<file path="config.mk">
export PLATFORM = sky130hd
export DESIGN_NAME = resp_request_framer_top
export DESIGN_NICKNAME = d
export VERILOG_FILES = /design/src/sv/rrf_pkg.sv /design/src/sv/resp_request_framer_top.sv /design/src/sv/rrf_fifo.sv /design/src/sv/rrf_classify.sv /design/src/sv/rrf_parser.sv
export VERILOG_INCLUDE_DIRS = /design/src /design/src/sv
export SDC_FILE = /design/constraint.sdc
export NUM_CORES = 1
export LEC_CHECK = 0
export ABC_AREA = 1
export CAP_MARGIN = 20
export CORE_MARGIN = 10
export CORE_UTILIZATION = 40
export DETAILED_ROUTE_END_ITERATION = 10
export DONT_BUFFER_PORTS = 1
export GPL_TIMING_DRIVEN = 0
export SYNTH_ARGS = -nofsm -noshare
export SYNTH_HDL_FRONTEND = slang
export SYNTH_HIERARCHICAL = 1
export SYNTH_SLANG_ARGS = --single-unit
</file>
<file path="constraint.sdc">
create_clock -name i_clk -period 15.3 [get_ports i_clk]
set_input_delay 1.53 -clock i_clk [delete_from_list [all_inputs] [get_ports i_clk]]
set_output_delay 1.53 -clock i_clk [all_outputs]
set_load 0.005 [all_outputs]
</file>
<file path="src/sv/resp_request_framer_top_macros.svh">
// ----------------------------------------------------------------------------
// Assertion macros for the request framer
// Shared concurrent assertion forms, clocked on i_clk and quiet in reset.
// ----------------------------------------------------------------------------
`ifndef RESP_REQUEST_FRAMER_TOP_MACROS_SVH
`define RESP_REQUEST_FRAMER_TOP_MACROS_SVH

// A condition that must hold at every clock edge out of reset.
`define RRF_ASSERT(lbl, cond) \
    lbl: assert property (@(posedge i_clk) disable iff (!i_rst_n) (cond)) \
        else $error("framer assertion failed");

// A condition that must hold in the same cycle as a trigger.
`define RRF_ASSERT_IMPLY(lbl, trig, cond) \
    lbl: assert property (@(posedge i_clk) disable iff (!i_rst_n) (trig) |-> (cond)) \
        else $error("framer assertion failed");

// A condition that must hold in the cycle after a trigger.
`define RRF_ASSERT_NEXT(lbl, trig, cond) \
    lbl: assert property (@(posedge i_clk) disable iff (!i_rst_n) (trig) |=> (cond)) \
        else $error("framer assertion failed");

`endif

</file>
<file path="src/sv/rrf_pkg.sv">
// ----------------------------------------------------------------------------
// Request framer package
// Types, character codes and status codes shared by the framer modules.
// ----------------------------------------------------------------------------
`default_nettype none

package rrf_pkg;

    localparam int RRF_LEN_BITS    = 32;
    localparam int RRF_QUEUE_DEPTH = 2;

    localparam logic [7:0] CH_STAR   = 8'h2A;
    localparam logic [7:0] CH_DOLLAR = 8'h24;
    localparam logic [7:0] CH_CR     = 8'h0D;
    localparam logic [7:0] CH_LF     = 8'h0A;
    localparam logic [7:0] CH_ZERO   = 8'h30;
    localparam logic [7:0] CH_NINE   = 8'h39;

    typedef enum logic [2:0] {
        ST_ARRAY_DONE  = 3'd0,
        ST_INLINE_DONE = 3'd1,
        ST_BAD_COUNT   = 3'd2,
        ST_NO_DOLLAR   = 3'd3,
        ST_BAD_LENGTH  = 3'd4,
        ST_BAD_TERM    = 3'd5
    } t_status;

    // One received byte with its decode.
    typedef struct packed {
        logic [7:0] data;
        logic       is_star;
        logic       is_dollar;
        logic       is_cr;
        logic       is_lf;
        logic       is_digit;
        logic [3:0] digit;
    } t_byte_class;

    typedef struct packed {
        t_status     status;
        logic [31:0] request_length;
        logic [31:0] arg_count;
    } t_result;

endpackage

`default_nettype wire

</file>
<file path="src/sv/resp_request_framer_top.sv">
// Request framer: one received byte per word, one result word per request.
// Throughput: one byte per cycle while the result queue is not full; the parser updates its state per byte.
// Empty drops once the result queue registers the word pushed as the parser takes a request's last byte.
// Input and result queues are two words deep, so each side may stall alone.
// Reset: synchronous, active low; clears the parse state and both queues.
// ----------------------------------------------------------------------------
// Request framer top level
// Classifier and input queue in front, parser and result queue behind.
// ----------------------------------------------------------------------------
`default_nettype none

module resp_request_framer_top #(
    parameter int LEN_BITS    = rrf_pkg::RRF_LEN_BITS,
    parameter int QUEUE_DEPTH = rrf_pkg::RRF_QUEUE_DEPTH
) (
    input  wire logic        i_clk,
    input  wire logic        i_rst_n,
    input  wire logic        push,
    output logic             full,
    input  wire logic [7:0]  i_data_byte,
    input  wire logic        pop,
    output logic             empty,
    output logic [2:0]       o_status,
    output logic [31:0]      o_request_length,
    output logic [31:0]      o_arg_count
);

    rrf_pkg::t_byte_class in_class, q_class;
    rrf_pkg::t_result     res, q_res;
    logic                 q_empty, take, res_full, res_push;

    rrf_classify u_classify (
        .i_data  (i_data_byte),
        .o_class (in_class)
    );

    rrf_fifo #(
        .WIDTH ($bits(rrf_pkg::t_byte_class)),
        .DEPTH (QUEUE_DEPTH)
    ) u_in_queue (
        .i_clk   (i_clk),
        .i_rst_n (i_rst_n),
        .i_push  (push),
        .i_data  (in_class),
        .o_full  (full),
        .i_pop   (take),
        .o_data  (q_class),
        .o_empty (q_empty)
    );

    rrf_parser #(
        .LEN_BITS (LEN_BITS)
    ) u_parser (
        .i_clk      (i_clk),
        .i_rst_n    (i_rst_n),
        .i_class    (q_class),
        .i_valid    (!q_empty),
        .o_take     (take),
        .i_res_full (res_full),
        .o_res_push (res_push),
        .o_result   (res)
    );

    rrf_fifo #(
        .WIDTH ($bits(rrf_pkg::t_result)),
        .DEPTH (QUEUE_DEPTH)
    ) u_out_queue (
        .i_clk   (i_clk),
        .i_rst_n (i_rst_n),
        .i_push  (res_push),
        .i_data  (res),
        .o_full  (res_full),
        .i_pop   (pop),
        .o_data  (q_res),
        .o_empty (empty)
    );

    assign o_status         = q_res.status;
    assign o_request_length = q_res.request_length;
    assign o_arg_count      = q_res.arg_count;

endmodule

`default_nettype wire

</file>
<file path="src/sv/rrf_fifo.sv">
// ----------------------------------------------------------------------------
// Small word queue
// Register-based first-in first-out queue with full and empty flags.
// ----------------------------------------------------------------------------
`default_nettype none

module rrf_fifo #(
    parameter int WIDTH = 8,
    parameter int DEPTH = rrf_pkg::RRF_QUEUE_DEPTH
) (
    input  wire logic             i_clk,
    input  wire logic             i_rst_n,
    input  wire logic             i_push,
    input  wire logic [WIDTH-1:0] i_data,
    output logic                  o_full,
    input  wire logic             i_pop,
    output logic [WIDTH-1:0]      o_data,
    output logic                  o_empty
);

    localparam int PTR_W = (DEPTH > 1) ? $clog2(DEPTH) : 1;
    localparam int CNT_W = $clog2(DEPTH + 1);

    logic [WIDTH-1:0] r_mem [DEPTH];
    logic [PTR_W-1:0] r_wr_ptr, n_wr_ptr;
    logic [PTR_W-1:0] r_rd_ptr, n_rd_ptr;
    logic [CNT_W-1:0] r_count, n_count;
    logic             wr_en, rd_en;

    assign o_full  = (r_count == CNT_W'(DEPTH));
    assign o_empty = (r_count == '0);
    assign wr_en   = i_push && !o_full;
    assign rd_en   = i_pop && !o_empty;
    assign o_data  = r_mem[r_rd_ptr];

    always_comb begin
        n_wr_ptr = r_wr_ptr;
        n_rd_ptr = r_rd_ptr;
        n_count  = r_count;
        if (wr_en) begin
            n_wr_ptr = (r_wr_ptr == PTR_W'(DEPTH - 1)) ? '0 : r_wr_ptr + 1'b1;
        end
        if (rd_en) begin
            n_rd_ptr = (r_rd_ptr == PTR_W'(DEPTH - 1)) ? '0 : r_rd_ptr + 1'b1;
        end
        if (wr_en && !rd_en) begin
            n_count = r_count + 1'b1;
        end else if (rd_en && !wr_en) begin
            n_count = r_count - 1'b1;
        end
    end

    always_ff @(posedge i_clk) begin
        if (!i_rst_n) begin
            r_wr_ptr <= '0;
            r_rd_ptr <= '0;
            r_count  <= '0;
        end else begin
            r_wr_ptr <= n_wr_ptr;
            r_rd_ptr <= n_rd_ptr;
            r_count  <= n_count;
        end
    end

    always_ff @(posedge i_clk) begin
        if (wr_en) begin
            r_mem[r_wr_ptr] <= i_data;
        end
    end

endmodule

`default_nettype wire

</file>
<file path="src/sv/rrf_classify.sv">
// ----------------------------------------------------------------------------
// Byte classifier
// Decodes each received byte into the framing characters and a digit value.
// ----------------------------------------------------------------------------
`default_nettype none

module rrf_classify (
    input  wire logic [7:0]     i_data,
    output rrf_pkg::t_byte_class o_class
);

    logic [7:0] offset;

    assign offset = i_data - rrf_pkg::CH_ZERO;

    always_comb begin
        o_class.data      = i_data;
        o_class.is_star   = (i_data == rrf_pkg::CH_STAR);
        o_class.is_dollar = (i_data == rrf_pkg::CH_DOLLAR);
        o_class.is_cr     = (i_data == rrf_pkg::CH_CR);
        o_class.is_lf     = (i_data == rrf_pkg::CH_LF);
        o_class.is_digit  = (i_data >= rrf_pkg::CH_ZERO) && (i_data <= rrf_pkg::CH_NINE);
        o_class.digit     = offset[3:0];
    end

endmodule

`default_nettype wire

</file>
<file path="src/sv/rrf_parser.sv">
// ----------------------------------------------------------------------------
// Request parser
// Walks the framing state one classified word at a time and emits results.
// ----------------------------------------------------------------------------
`default_nettype none

`include "resp_request_framer_top_macros.svh"

module rrf_parser #(
    parameter int LEN_BITS = rrf_pkg::RRF_LEN_BITS
) (
    input  wire logic                 i_clk,
    input  wire logic                 i_rst_n,
    input  wire rrf_pkg::t_byte_class i_class,
    input  wire logic                 i_valid,
    output logic                      o_take,
    input  wire logic                 i_res_full,
    output logic                      o_res_push,
    output rrf_pkg::t_result          o_result
);

    localparam int PW = LEN_BITS + 4;

    typedef enum logic [8:0] {
        PH_IDLE    = 9'b000000001,
        PH_INLINE  = 9'b000000010,
        PH_COUNT   = 9'b000000100,
        PH_ARG     = 9'b000001000,
        PH_LEN     = 9'b000010000,
        PH_PAYLOAD = 9'b000100000,
        PH_TERM1   = 9'b001000000,
        PH_TERM2   = 9'b010000000,
        PH_DISCARD = 9'b100000000
    } t_phase;

    t_phase              r_phase, n_phase;
    logic                r_acr, n_acr;
    logic                r_inv, n_inv;
    logic                r_ds, n_ds;
    logic [LEN_BITS-1:0] r_acc, n_acc;
    logic [LEN_BITS-1:0] r_args_left, n_args_left;
    logic [LEN_BITS-1:0] r_args_total, n_args_total;
    logic [LEN_BITS-1:0] r_pay_left, n_pay_left;
    logic [31:0]         r_rb, n_rb;
    logic [7:0]          r_held, n_held;

    logic [PW-1:0]       prod;
    logic                ovf;
    logic [31:0]         rb_inc;
    logic [63:0]         total_ext;
    logic [31:0]         total_sat;
    logic                lf_after_cr;
    logic [LEN_BITS-1:0] args_dec;
    logic [LEN_BITS-1:0] pay_dec;

    assign o_take      = i_valid && !i_res_full;
    assign prod        = (PW'(r_acc) << 3) + (PW'(r_acc) << 1) + PW'(i_class.digit);
    assign ovf         = |prod[PW-1:LEN_BITS];
    assign rb_inc      = (r_rb == 32'hFFFF_FFFF) ? r_rb : r_rb + 32'd1;
    assign total_ext   = 64'(r_args_total);
    assign total_sat   = (|total_ext[63:32]) ? 32'hFFFF_FFFF : total_ext[31:0];
    assign lf_after_cr = r_acr && i_class.is_lf;
    assign args_dec    = (r_args_left != '0) ? r_args_left - 1'b1 : r_args_left;
    assign pay_dec     = (r_pay_left != '0) ? r_pay_left - 1'b1 : r_pay_left;

    always_comb begin
        n_phase      = r_phase;
        n_acr        = r_acr;
        n_inv        = r_inv;
        n_ds         = r_ds;
        n_acc        = r_acc;
        n_args_left  = r_args_left;
        n_args_total = r_args_total;
        n_pay_left   = r_pay_left;
        n_rb         = r_rb;
        n_held       = r_held;
        o_res_push   = 1'b0;
        o_result.status         = rrf_pkg::ST_ARRAY_DONE;
        o_result.request_length = '0;
        o_result.arg_count      = '0;

        if (o_take) begin
            unique case (r_phase)
                PH_IDLE: begin
                    n_rb  = 32'd1;
                    n_inv = 1'b0;
                    n_ds  = 1'b0;
                    n_acc = '0;
                    n_acr = !i_class.is_star && i_class.is_cr;
                    n_phase = i_class.is_star ? PH_COUNT : PH_INLINE;
                end
                PH_INLINE: begin
                    n_rb = rb_inc;
                    if (lf_after_cr) begin
                        n_acr      = 1'b0;
                        n_phase    = PH_IDLE;
                        o_res_push = 1'b1;
                        o_result.status         = rrf_pkg::ST_INLINE_DONE;
                        o_result.request_length = rb_inc;
                    end else begin
                        n_acr = i_class.is_cr;
                    end
                end
                PH_COUNT, PH_LEN: begin
                    n_rb = rb_inc;
                    if (lf_after_cr) begin
                        n_acr = 1'b0;
                        if (!r_ds || r_inv) begin
                            n_phase    = PH_IDLE;
                            o_res_push = 1'b1;
                            o_result.status = (r_phase == PH_COUNT) ?
                                rrf_pkg::ST_BAD_COUNT : rrf_pkg::ST_BAD_LENGTH;
                        end else if (r_phase == PH_COUNT) begin
                            if (r_acc == '0) begin
                                n_phase    = PH_IDLE;
                                o_res_push = 1'b1;
                                o_result.request_length = rb_inc;
                            end else begin
                                n_args_left  = r_acc;
                                n_args_total = r_acc;
                                n_phase      = PH_ARG;
                            end
                        end else begin
                            n_pay_left = r_acc;
                            n_phase    = (r_acc != '0) ? PH_PAYLOAD : PH_TERM1;
                        end
                    end else begin
                        // A CR that is not followed by LF spoils the number.
                        n_inv = r_inv || r_acr;
                        n_acr = i_class.is_cr;
                        if (!i_class.is_cr) begin
                            if (!i_class.is_digit || ovf) begin
                                n_inv = 1'b1;
                            end else begin
                                n_acc = prod[LEN_BITS-1:0];
                                n_ds  = 1'b1;
                            end
                        end
                    end
                end
                PH_ARG: begin
                    n_rb  = rb_inc;
                    n_inv = 1'b0;
                    n_ds  = 1'b0;
                    n_acc = '0;
                    if (i_class.is_dollar) begin
                        n_acr   = 1'b0;
                        n_phase = PH_LEN;
                    end else begin
                        n_acr      = i_class.is_cr;
                        n_phase    = PH_DISCARD;
                        o_res_push = 1'b1;
                        o_result.status = rrf_pkg::ST_NO_DOLLAR;
                    end
                end
                PH_PAYLOAD: begin
                    n_rb       = rb_inc;
                    n_pay_left = pay_dec;
                    if (pay_dec == '0) begin
                        n_phase = PH_TERM1;
                    end
                end
                PH_TERM1: begin
                    n_rb    = rb_inc;
                    n_held  = i_class.data;
                    n_phase = PH_TERM2;
                end
                PH_TERM2: begin
                    if (r_held == rrf_pkg::CH_CR && i_class.is_lf) begin
                        n_rb        = rb_inc;
                        n_args_left = args_dec;
                        if (args_dec == '0) begin
                            n_phase    = PH_IDLE;
                            o_res_push = 1'b1;
                            o_result.request_length = rb_inc;
                            o_result.arg_count      = total_sat;
                        end else begin
                            n_phase = PH_ARG;
                        end
                    end else begin
                        // Both checked bytes start a new request; the held
                        // byte opens it and this word is its second byte.
                        o_res_push = 1'b1;
                        o_result.status = rrf_pkg::ST_BAD_TERM;
                        n_rb  = 32'd2;
                        n_inv = 1'b0;
                        n_ds  = 1'b0;
                        n_acc = '0;
                        n_acr = i_class.is_cr;
                        if (r_held == rrf_pkg::CH_STAR) begin
                            n_phase = PH_COUNT;
                            if (!i_class.is_cr) begin
                                if (i_class.is_digit) begin
                                    n_acc = LEN_BITS'(i_class.digit);
                                    n_ds  = 1'b1;
                                end else begin
                                    n_inv = 1'b1;
                                end
                            end
                        end else begin
                            n_phase = PH_INLINE;
                        end
                    end
                end
                PH_DISCARD: begin
                    if (lf_after_cr) begin
                        n_acr   = 1'b0;
                        n_phase = PH_IDLE;
                    end else begin
                        n_acr = i_class.is_cr;
                    end
                end
                default: begin
                    n_phase = PH_IDLE;
                end
            endcase
        end
    end

    always_ff @(posedge i_clk) begin
        if (!i_rst_n) begin
            r_phase      <= PH_IDLE;
            r_acr        <= 1'b0;
            r_inv        <= 1'b0;
            r_ds         <= 1'b0;
            r_acc        <= '0;
            r_args_left  <= '0;
            r_args_total <= '0;
            r_pay_left   <= '0;
            r_rb         <= '0;
        end else begin
            r_phase      <= n_phase;
            r_acr        <= n_acr;
            r_inv        <= n_inv;
            r_ds         <= n_ds;
            r_acc        <= n_acc;
            r_args_left  <= n_args_left;
            r_args_total <= n_args_total;
            r_pay_left   <= n_pay_left;
            r_rb         <= n_rb;
        end
    end

    always_ff @(posedge i_clk) begin
        r_held <= n_held;
    end

    `RRF_ASSERT_IMPLY(a_push_needs_take, o_res_push, o_take)
    `RRF_ASSERT_IMPLY(a_error_zero_fields,
        o_res_push && o_result.status != rrf_pkg::ST_ARRAY_DONE &&
        o_result.status != rrf_pkg::ST_INLINE_DONE,
        o_result.request_length == '0 && o_result.arg_count == '0)
    `RRF_ASSERT(a_payload_nonzero, r_phase != PH_PAYLOAD || r_pay_left != '0)
    `RRF_ASSERT_NEXT(a_bad_term_restart,
        o_res_push && o_result.status == rrf_pkg::ST_BAD_TERM,
        (r_phase == PH_COUNT || r_phase == PH_INLINE) && r_rb == 32'd2)

endmodule

`default_nettype wire

</file>
==> results.sh, run 1 <==
export IMPL_firstDrtPassIters=8
export IMPL_syn_nets=2838
export IMPL_required_ns=15.56
export IMPL_clock_power_share_pct=24.1
export IMPL_p_int_mw=2.20
export IMPL_worstPathCellList="inv_1 > ha_1 > nand2_2 > nor2_4 > nand2_4 > o21ai_0 > nand2_1 > nor2_1 > nand3_1 > nor2_1 > nand3_1 > nand2_1 > nand2_1 > a21oi_1 > o21ai_0 > nor2_4 > buf_12"
export IMPL_hold_depth=2
export IMPL_die_h_um=251
export IMPL_skew_ns=0.0243
export IMPL_worst_pin_slew_ns=0.972
export IMPL_yosysUniqueCellTypes=57
export IMPL_final_cell_mix="618 x nand2_1, 315 x nor2_1, 308 x inv_1, 275 x a21oi_1, 182 x dfxtp_1"
export IMPL_fin_crit_sh_pct=33.4
export IMPL_tritoncts="built"
export IMPL_grt_overflow_total=0
export IMPL_gp_congestion=0.948
export IMPL_antenna_found_initial=0
export IMPL_cts_sinks=358
export IMPL_cts_buffer_depth=3
export IMPL_maxCapViolCount=0
export IMPL_clkLatencyLatePin_ns=0.57
export IMPL_port_buffers=0
export IMPL_start_kind="flip-flop"
export IMPL_slowest_delay_ns=0.65
export IMPL_pin_count=81
export IMPL_hp_start="u_parser/r_args_total[24]"
export IMPL_cts_htree_levels=2
export IMPL_drive_gt1_share_pct=10.5
export IMPL_reg2reg_depth=17
export IMPL_die_w_um=251
export IMPL_drc=0
export IMPL_clk_pin_slew_ns=0.06
export IMPL_antenna_cells=0
export IMPL_yosysWarnings=6
export IMPL_drtAntennaViolNets=0
export IMPL_drt_iter0_drc=1444
export IMPL_finalPower_mw=3.99
export IMPL_wirelength_um=66800
export IMPL_core_um2=52700
export IMPL_cts_resized_gates=0
export IMPL_cp_common_cell="nand2_1"
export IMPL_dieArea_um2=62900
export IMPL_crit_fanout=32
export IMPL_syn_to_final_growth_pct=10.8
export IMPL_seqPwrFrac_pct=27.7
export IMPL_gr_usage_all_layers_pct=20.3
export IMPL_p_leak_nw=9.34
export IMPL_postCtsSetupBuffers=0
export IMPL_rr_startpoint="u_parser/r_args_left[0]"
export IMPL_root_buffer="clkbuf_16"
export IMPL_start_util_pct=40.5
export IMPL_first_global_vias=17944
export IMPL_drv_slew=0
export IMPL_ff2ff_setup_slack_ns=10.19
export IMPL_holdWs_ns=0.444
export IMPL_worst_setup_path_end_kind="flip-flop"
export IMPL_avgSynthCellArea_um2=7.74
export IMPL_hold_class="reg2reg"
export IMPL_ctsHoldBuffers=0
export IMPL_grt_max_degree=33
export IMPL_num_nets_final=2884
export IMPL_tns_ns=0
export IMPL_setup_viol=0
export IMPL_routed_via_density=5.40
export IMPL_hold_end="u_parser/r_args_total[24]"
export IMPL_dp_hpwl_um=51800
export IMPL_synth_edff_count=176
export IMPL_r2r_end="u_out_queue/r_mem[1][39]"
export IMPL_relSlewSlack_pct=35.2
export IMPL_peakVddDrop_mv=0.212
export IMPL_critical_path_class="reg2reg"
export IMPL_ys_seq_area_share_pct=41.9
export IMPL_synthCells=2755
export IMPL_rsz0062_at_grt="no"
export IMPL_async_flop_share_pct=0
export IMPL_power_switching_mw=1.80
export IMPL_syn_cell_area_um2=21300
export IMPL_hold_viol_final=0
export IMPL_vias=19002
export IMPL_post_route_min_period_ns=5.11
export IMPL_rows=84
export IMPL_slowest_stage="nor2_4"
export IMPL_pre_cts_ws_ns=10.23
export IMPL_synth_ff_type="dfxtp_1"
export IMPL_power_density_nw_per_um2=169
export IMPL_arrival_ns=5.37
export IMPL_synth_seq_cells=358
export IMPL_status="completed"
export IMPL_grt_pass1_wl_um=102000
export IMPL_postLayoutSetupSlackWorst_ns=10.19
export IMPL_p_sw_share_pct=45.0
export IMPL_detail_route_wl_per_cell_um=19.0
export IMPL_cts_buffers=40
export IMPL_final_common_cell="nand2_1"
export IMPL_comb_power_share_pct=48.2
export IMPL_clock_fmax_mhz=196
-- area by class of cell --
| cell class | count | area, um2 |
|---|---|---|
| Clock inverter | 19 | 203 |
| Buffer | 109 | 589 |
| Inverter | 315 | 1180 |
| Sequential cell | 358 | 8930 |
| Timing Repair Buffer | 4 | 95.1 |
| Clock buffer | 55 | 1130 |
| Tap cell | 688 | 861 |
| Fill cell | 5300 | 29000 |
| Multi-Input combinational cell | 1973 | 10600 |
-- critical path: cells and delay by family, from the launching register on --
kind                       cells  cell delay [ns]
AOI/OAI and AO/OA              3             1.42
DFF                            1             0.34
and+or+nand+nor               11             2.16
adders and majority gates      1             0.38
buffers and inverters          2             0.47
-- cells by family after synthesis --
| family | Yosys count | share of synthesized area, % |
|---|---|---|
| compound gates | 477 | 12.2 |
| buf+inv | 424 | 8.32 |
| simple gates | 1282 | 25.8 |
| mux | 84 | 5.14 |
| fa+ha+maj | 71 | 4.24 |
| flops | 358 | 41.9 |
| xor+xnor | 59 | 2.42 |
-- cell usage after synthesis, types with 31 or more instances --
library cell | n | share of area, %
o21ai_0 | 131 | 3.1
edfxtp_1 | 176 | 25
inv_1 | 308 | 5.4
nor2_2 | 72 | 2.1
xor2_1 | 32 | 1.3
nand2_1 | 618 | 11
mux2_4 | 40 | 2.8
a21oi_1 | 275 | 6.5
nor2_1 | 319 | 5.6
nor3_1 | 31 | 0.73
nand3_1 | 145 | 3.4
ha_1 | 69 | 4.0
dfxtp_1 | 182 | 17
nand4_1 | 53 | 1.6
mux2_2 | 44 | 2.3
clkbuf_1 | 63 | 1.1
-- worst max-delay path by stage --
stage,start,end,cells past startpoint,slack (ns)
2_1_floorplan,u_parser/r_args_left[0],u_out_queue/r_mem[0][0],19,9.77
3_3_place_gp,u_parser/r_args_left[0],u_out_queue/r_mem[0][34],16,6.65
3_5_place_dp,u_parser/r_args_left[0],u_out_queue/r_mem[0][37],17,10.23
4_1_cts,u_parser/r_args_left[0],u_out_queue/r_mem[0][38],17,10.21
5_1_grt,u_parser/r_args_left[0],u_out_queue/r_mem[1][37],17,9.97
6_report,u_parser/r_args_left[0],u_out_queue/r_mem[1][39],17,10.19
-- power by group through the flow --
stage	logic [mW]	clock network [mW]	registers [mW]
finish	1.92	0.962	1.11
global route	2.13	1.02	1.11
global placement	1.88	0	1.12
CTS	1.89	0.982	1.10
floorplan	1.39	0	1.10
detailed placement	1.89	0	1.12
-- state kept, by name, indices dropped and copies added, names as in the netlist, named ones only --
register and cells:
u_in_queue/r_count 2, u_in_queue/r_mem 34, u_in_queue/r_rd_ptr 1, u_in_queue/r_wr_ptr 1, u_out_queue/r_count 2, u_out_queue/r_mem 134, u_out_queue/r_rd_ptr 1, u_out_queue/r_wr_ptr 1
u_parser/r_acc 32, u_parser/r_acr 1, u_parser/r_args_left 32, u_parser/r_args_total 32, u_parser/r_ds 1, u_parser/r_held 8, u_parser/r_inv 1, u_parser/r_pay_left 32
u_parser/r_phase 9, u_parser/r_rb 32
-- layer usage --
layer,global-route usage [%],part of all wire (%),up-vias
li1,-,-,9299
met1,26.5,44,9007
met2,34.7,48,606
met3,2.80,5.6,90
met4,4.94,2.1,0
met5,0,0,-
-- per-stage QoR --
step	std cells	area [um2]	util, %
after global routing	3521	23600	44.9
after detailed placement	3447	22300	42.4
after CTS	3521	23600	44.9
after global placement	3443	22200	42.1
after floorplan	2755	21300	-
final	3521	23600	44.9
(Power assumes the default switching activity.)
==> run 2, diff against run 1 <==
clock period = 4.7 ns   (was 15.3 ns; I/O delays follow)
==> run 2 against run 1 <==
  * Clock skew fell by 0.00061 ns
  * Sequential share of layout area decreased by 0.11 points
  * Cell area is 0.28% higher
  * Critical path type unchanged
==> results.sh, run 2 (synthesis gave the netlist of run 1 again) <==
export IMPL_die_h_um=251
export IMPL_grt_overflow_total=0
export IMPL_port_buffers=0
export IMPL_clock_power_share_pct=24.1
export IMPL_p_int_mw=7.15
export IMPL_worstPathCellList="inv_1 > ha_1 > nand2_2 > nor2_4 > nand2_4 > nor2_8 > inv_4 > buf_6 > nand2_1 > nand2_1 > nor2_1 > nand2_1 > nor2_1 > nand3_1 > nand2_1 > nand2_1 > a21oi_1 > o21ai_1 > nor2_4 > buf_4 > buf_16"
export IMPL_worst_pin_slew_ns=0.961
export IMPL_place_inst=3447
export IMPL_dieArea_um2=62900
export IMPL_drtAntennaViolNets=0
export IMPL_cts_buffer_depth=3
export IMPL_vias=18996
export IMPL_cts_buffers=40
export IMPL_cts_sinks=358
export IMPL_clk_pin_slew_ns=0.06
export IMPL_peakVddDrop_mv=0.689
export IMPL_p_leak_nw=9.38
export IMPL_first_global_vias=17985
export IMPL_status="completed"
export IMPL_p_sw_share_pct=45.0
export IMPL_detail_route_wl_per_cell_um=18.9
export IMPL_skew_ns=0.0237
export IMPL_hold_class="in2reg"
export IMPL_arrival_ns=4.70
export IMPL_multiInputGateArea_um2=10700
export IMPL_final_common_cell="nand2_1"
export IMPL_pin_count=81
export IMPL_area_sequential_um2=8930
export IMPL_fin_crit_sh_pct=93.9
export IMPL_die_w_um=251
export IMPL_hold_viol_final=0
export IMPL_drv_slew=0
export IMPL_num_nets_final=2891
export IMPL_final_cell_mix="617 x nand2_1, 313 x nor2_1, 308 x inv_1, 274 x a21oi_1, 182 x dfxtp_1"
export IMPL_power_density_nw_per_um2=549
export IMPL_gr_usage_all_layers_pct=20.3
export IMPL_wirelength_um=66800
export IMPL_postLayoutCoreUtil_pct=45.0
export IMPL_rows=84
export IMPL_cp_common_cell="nand2_1"
export IMPL_power_switching_mw=5.85
export IMPL_fin_cells=3528
export IMPL_cts_htree_levels=2
export IMPL_finalPower_mw=13.0
export IMPL_seqPwrFrac_pct=27.7
export IMPL_top_register="u_out_queue/r_mem"
export IMPL_slowest_stage="a21oi_1"
export IMPL_core_um2=52700
export IMPL_antenna_cells=0
export IMPL_routed_via_density=5.38
export IMPL_critical_path_class="reg2reg"
export IMPL_rsz0062_at_grt="no"
export IMPL_start_util_pct=40.5
export IMPL_setup_viol=0
export IMPL_syn_to_final_growth_pct=11.1
export IMPL_maxCapViolCount=0
export IMPL_comb_power_share_pct=48.2
export IMPL_grt_pass1_wl_um=103000
export IMPL_largest_reg_flops=134
export IMPL_fin_area_um2=23700
export IMPL_grt_max_degree=33
export IMPL_clock_fmax_mhz=227
export IMPL_root_buffer="clkbuf_16"
export IMPL_slowest_delay_ns=0.42
export IMPL_post_route_min_period_ns=4.41
export IMPL_clkLatencyLatePin_ns=0.57
export IMPL_n_fill_cell=5298
export IMPL_firstDrtPassIters=5
export IMPL_place_area_um2=22300
export IMPL_gp_congestion=0.948
export IMPL_required_ns=4.98
export IMPL_largestRegisters="u_out_queue/r_mem (134), u_in_queue/r_mem (34)"
export IMPL_start_kind="flip-flop"
export IMPL_drt_iter0_drc=1359
export IMPL_dp_hpwl_um=51800
export IMPL_worst_setup_path_end_kind="flip-flop"
export IMPL_drc=0
export IMPL_tritoncts="built"
export IMPL_drive_gt1_share_pct=10.8
export IMPL_crit_fanout=18
export IMPL_antenna_found_initial=0
export IMPL_relSlewSlack_pct=35.9
run 2: changes by cell type in the layout (fill, tap and decap cells not counted), sizes merged:
cell / previous run / this run
dlygate4sd3: 0 / 1
buf: 50 / 56
run 2: power by group through the flow:
stage	clock network (mW)	logic, mW	registers [mW]
after floorplan	0	4.51	3.58
after global placement	0	6.13	3.65
after detailed placement	0	6.14	3.66
after CTS	3.20	6.17	3.59
after global routing	3.34	6.93	3.61
final	3.13	6.27	3.60
run 2: final timing paths:
check / startpoint / end / slack (ns) / cells after the start
setup / recovery: u_parser/r_args_left[0] / u_out_queue/r_mem[1][12] / 0.29 / 21
hold / removal: i_rst_n / u_out_queue/r_count[1] / 0.03 / 2
setup reg to reg: u_parser/r_args_left[0] / u_out_queue/r_mem[1][12] / 0.29 / 21
hold reg to reg: u_parser/r_args_total[24] / u_parser/r_args_total[24] / 0.44 / 2
run 2: per-layer routing:
metal  global-route usage [%]  vias to the layer above  wire length, um
met5                        0                        -                0
met4                     4.94                        0             1440
met3                     2.80                       98             3990
met2                     34.8                      638            32000
met1                     26.5                     8951            29400
li1                         -                     9309                -
run 2: through the flow:
stage          hold slack [ns]  setup TNS [ns]  setup WS, ns
2_1_floorplan            0.424         -110.95        -0.828
3_3_place_gp             0.437         -527.13         -3.95
3_5_place_dp             0.437          -37.29        -0.373
4_1_cts                0.00618               0        0.0321
5_1_grt                 0.0186               0        0.0270
6_report                0.0343               0         0.286
run 2: final cells by class:
cell class              instances  area share (%)
repair buffers                 11           0.634
inverters                     315            5.00
multi-input cells            1973            45.0
flip-flops and latches        358            37.7
clock inverters                19           0.855
plain buffers                 109            2.49
clock buffers                  55            4.76
well taps                     688            3.63
run 2: timing repair:
item                       4_1_cts  5_1_grt
setup buffers                    6        0
hold endpoints to repair         1        0
resized for setup                1        5
hold buffers                     1        0
pin swaps                        1        0
setup endpoints to repair      134      163
run 2: worst max-delay path: cells and delay by family (launching register included):
family          cells  cell delay, ns
compound gates      2            0.73
buf+inv             5            0.69
fa+ha+maj           1            0.37
flops               1            0.34
simple gates       13            1.98
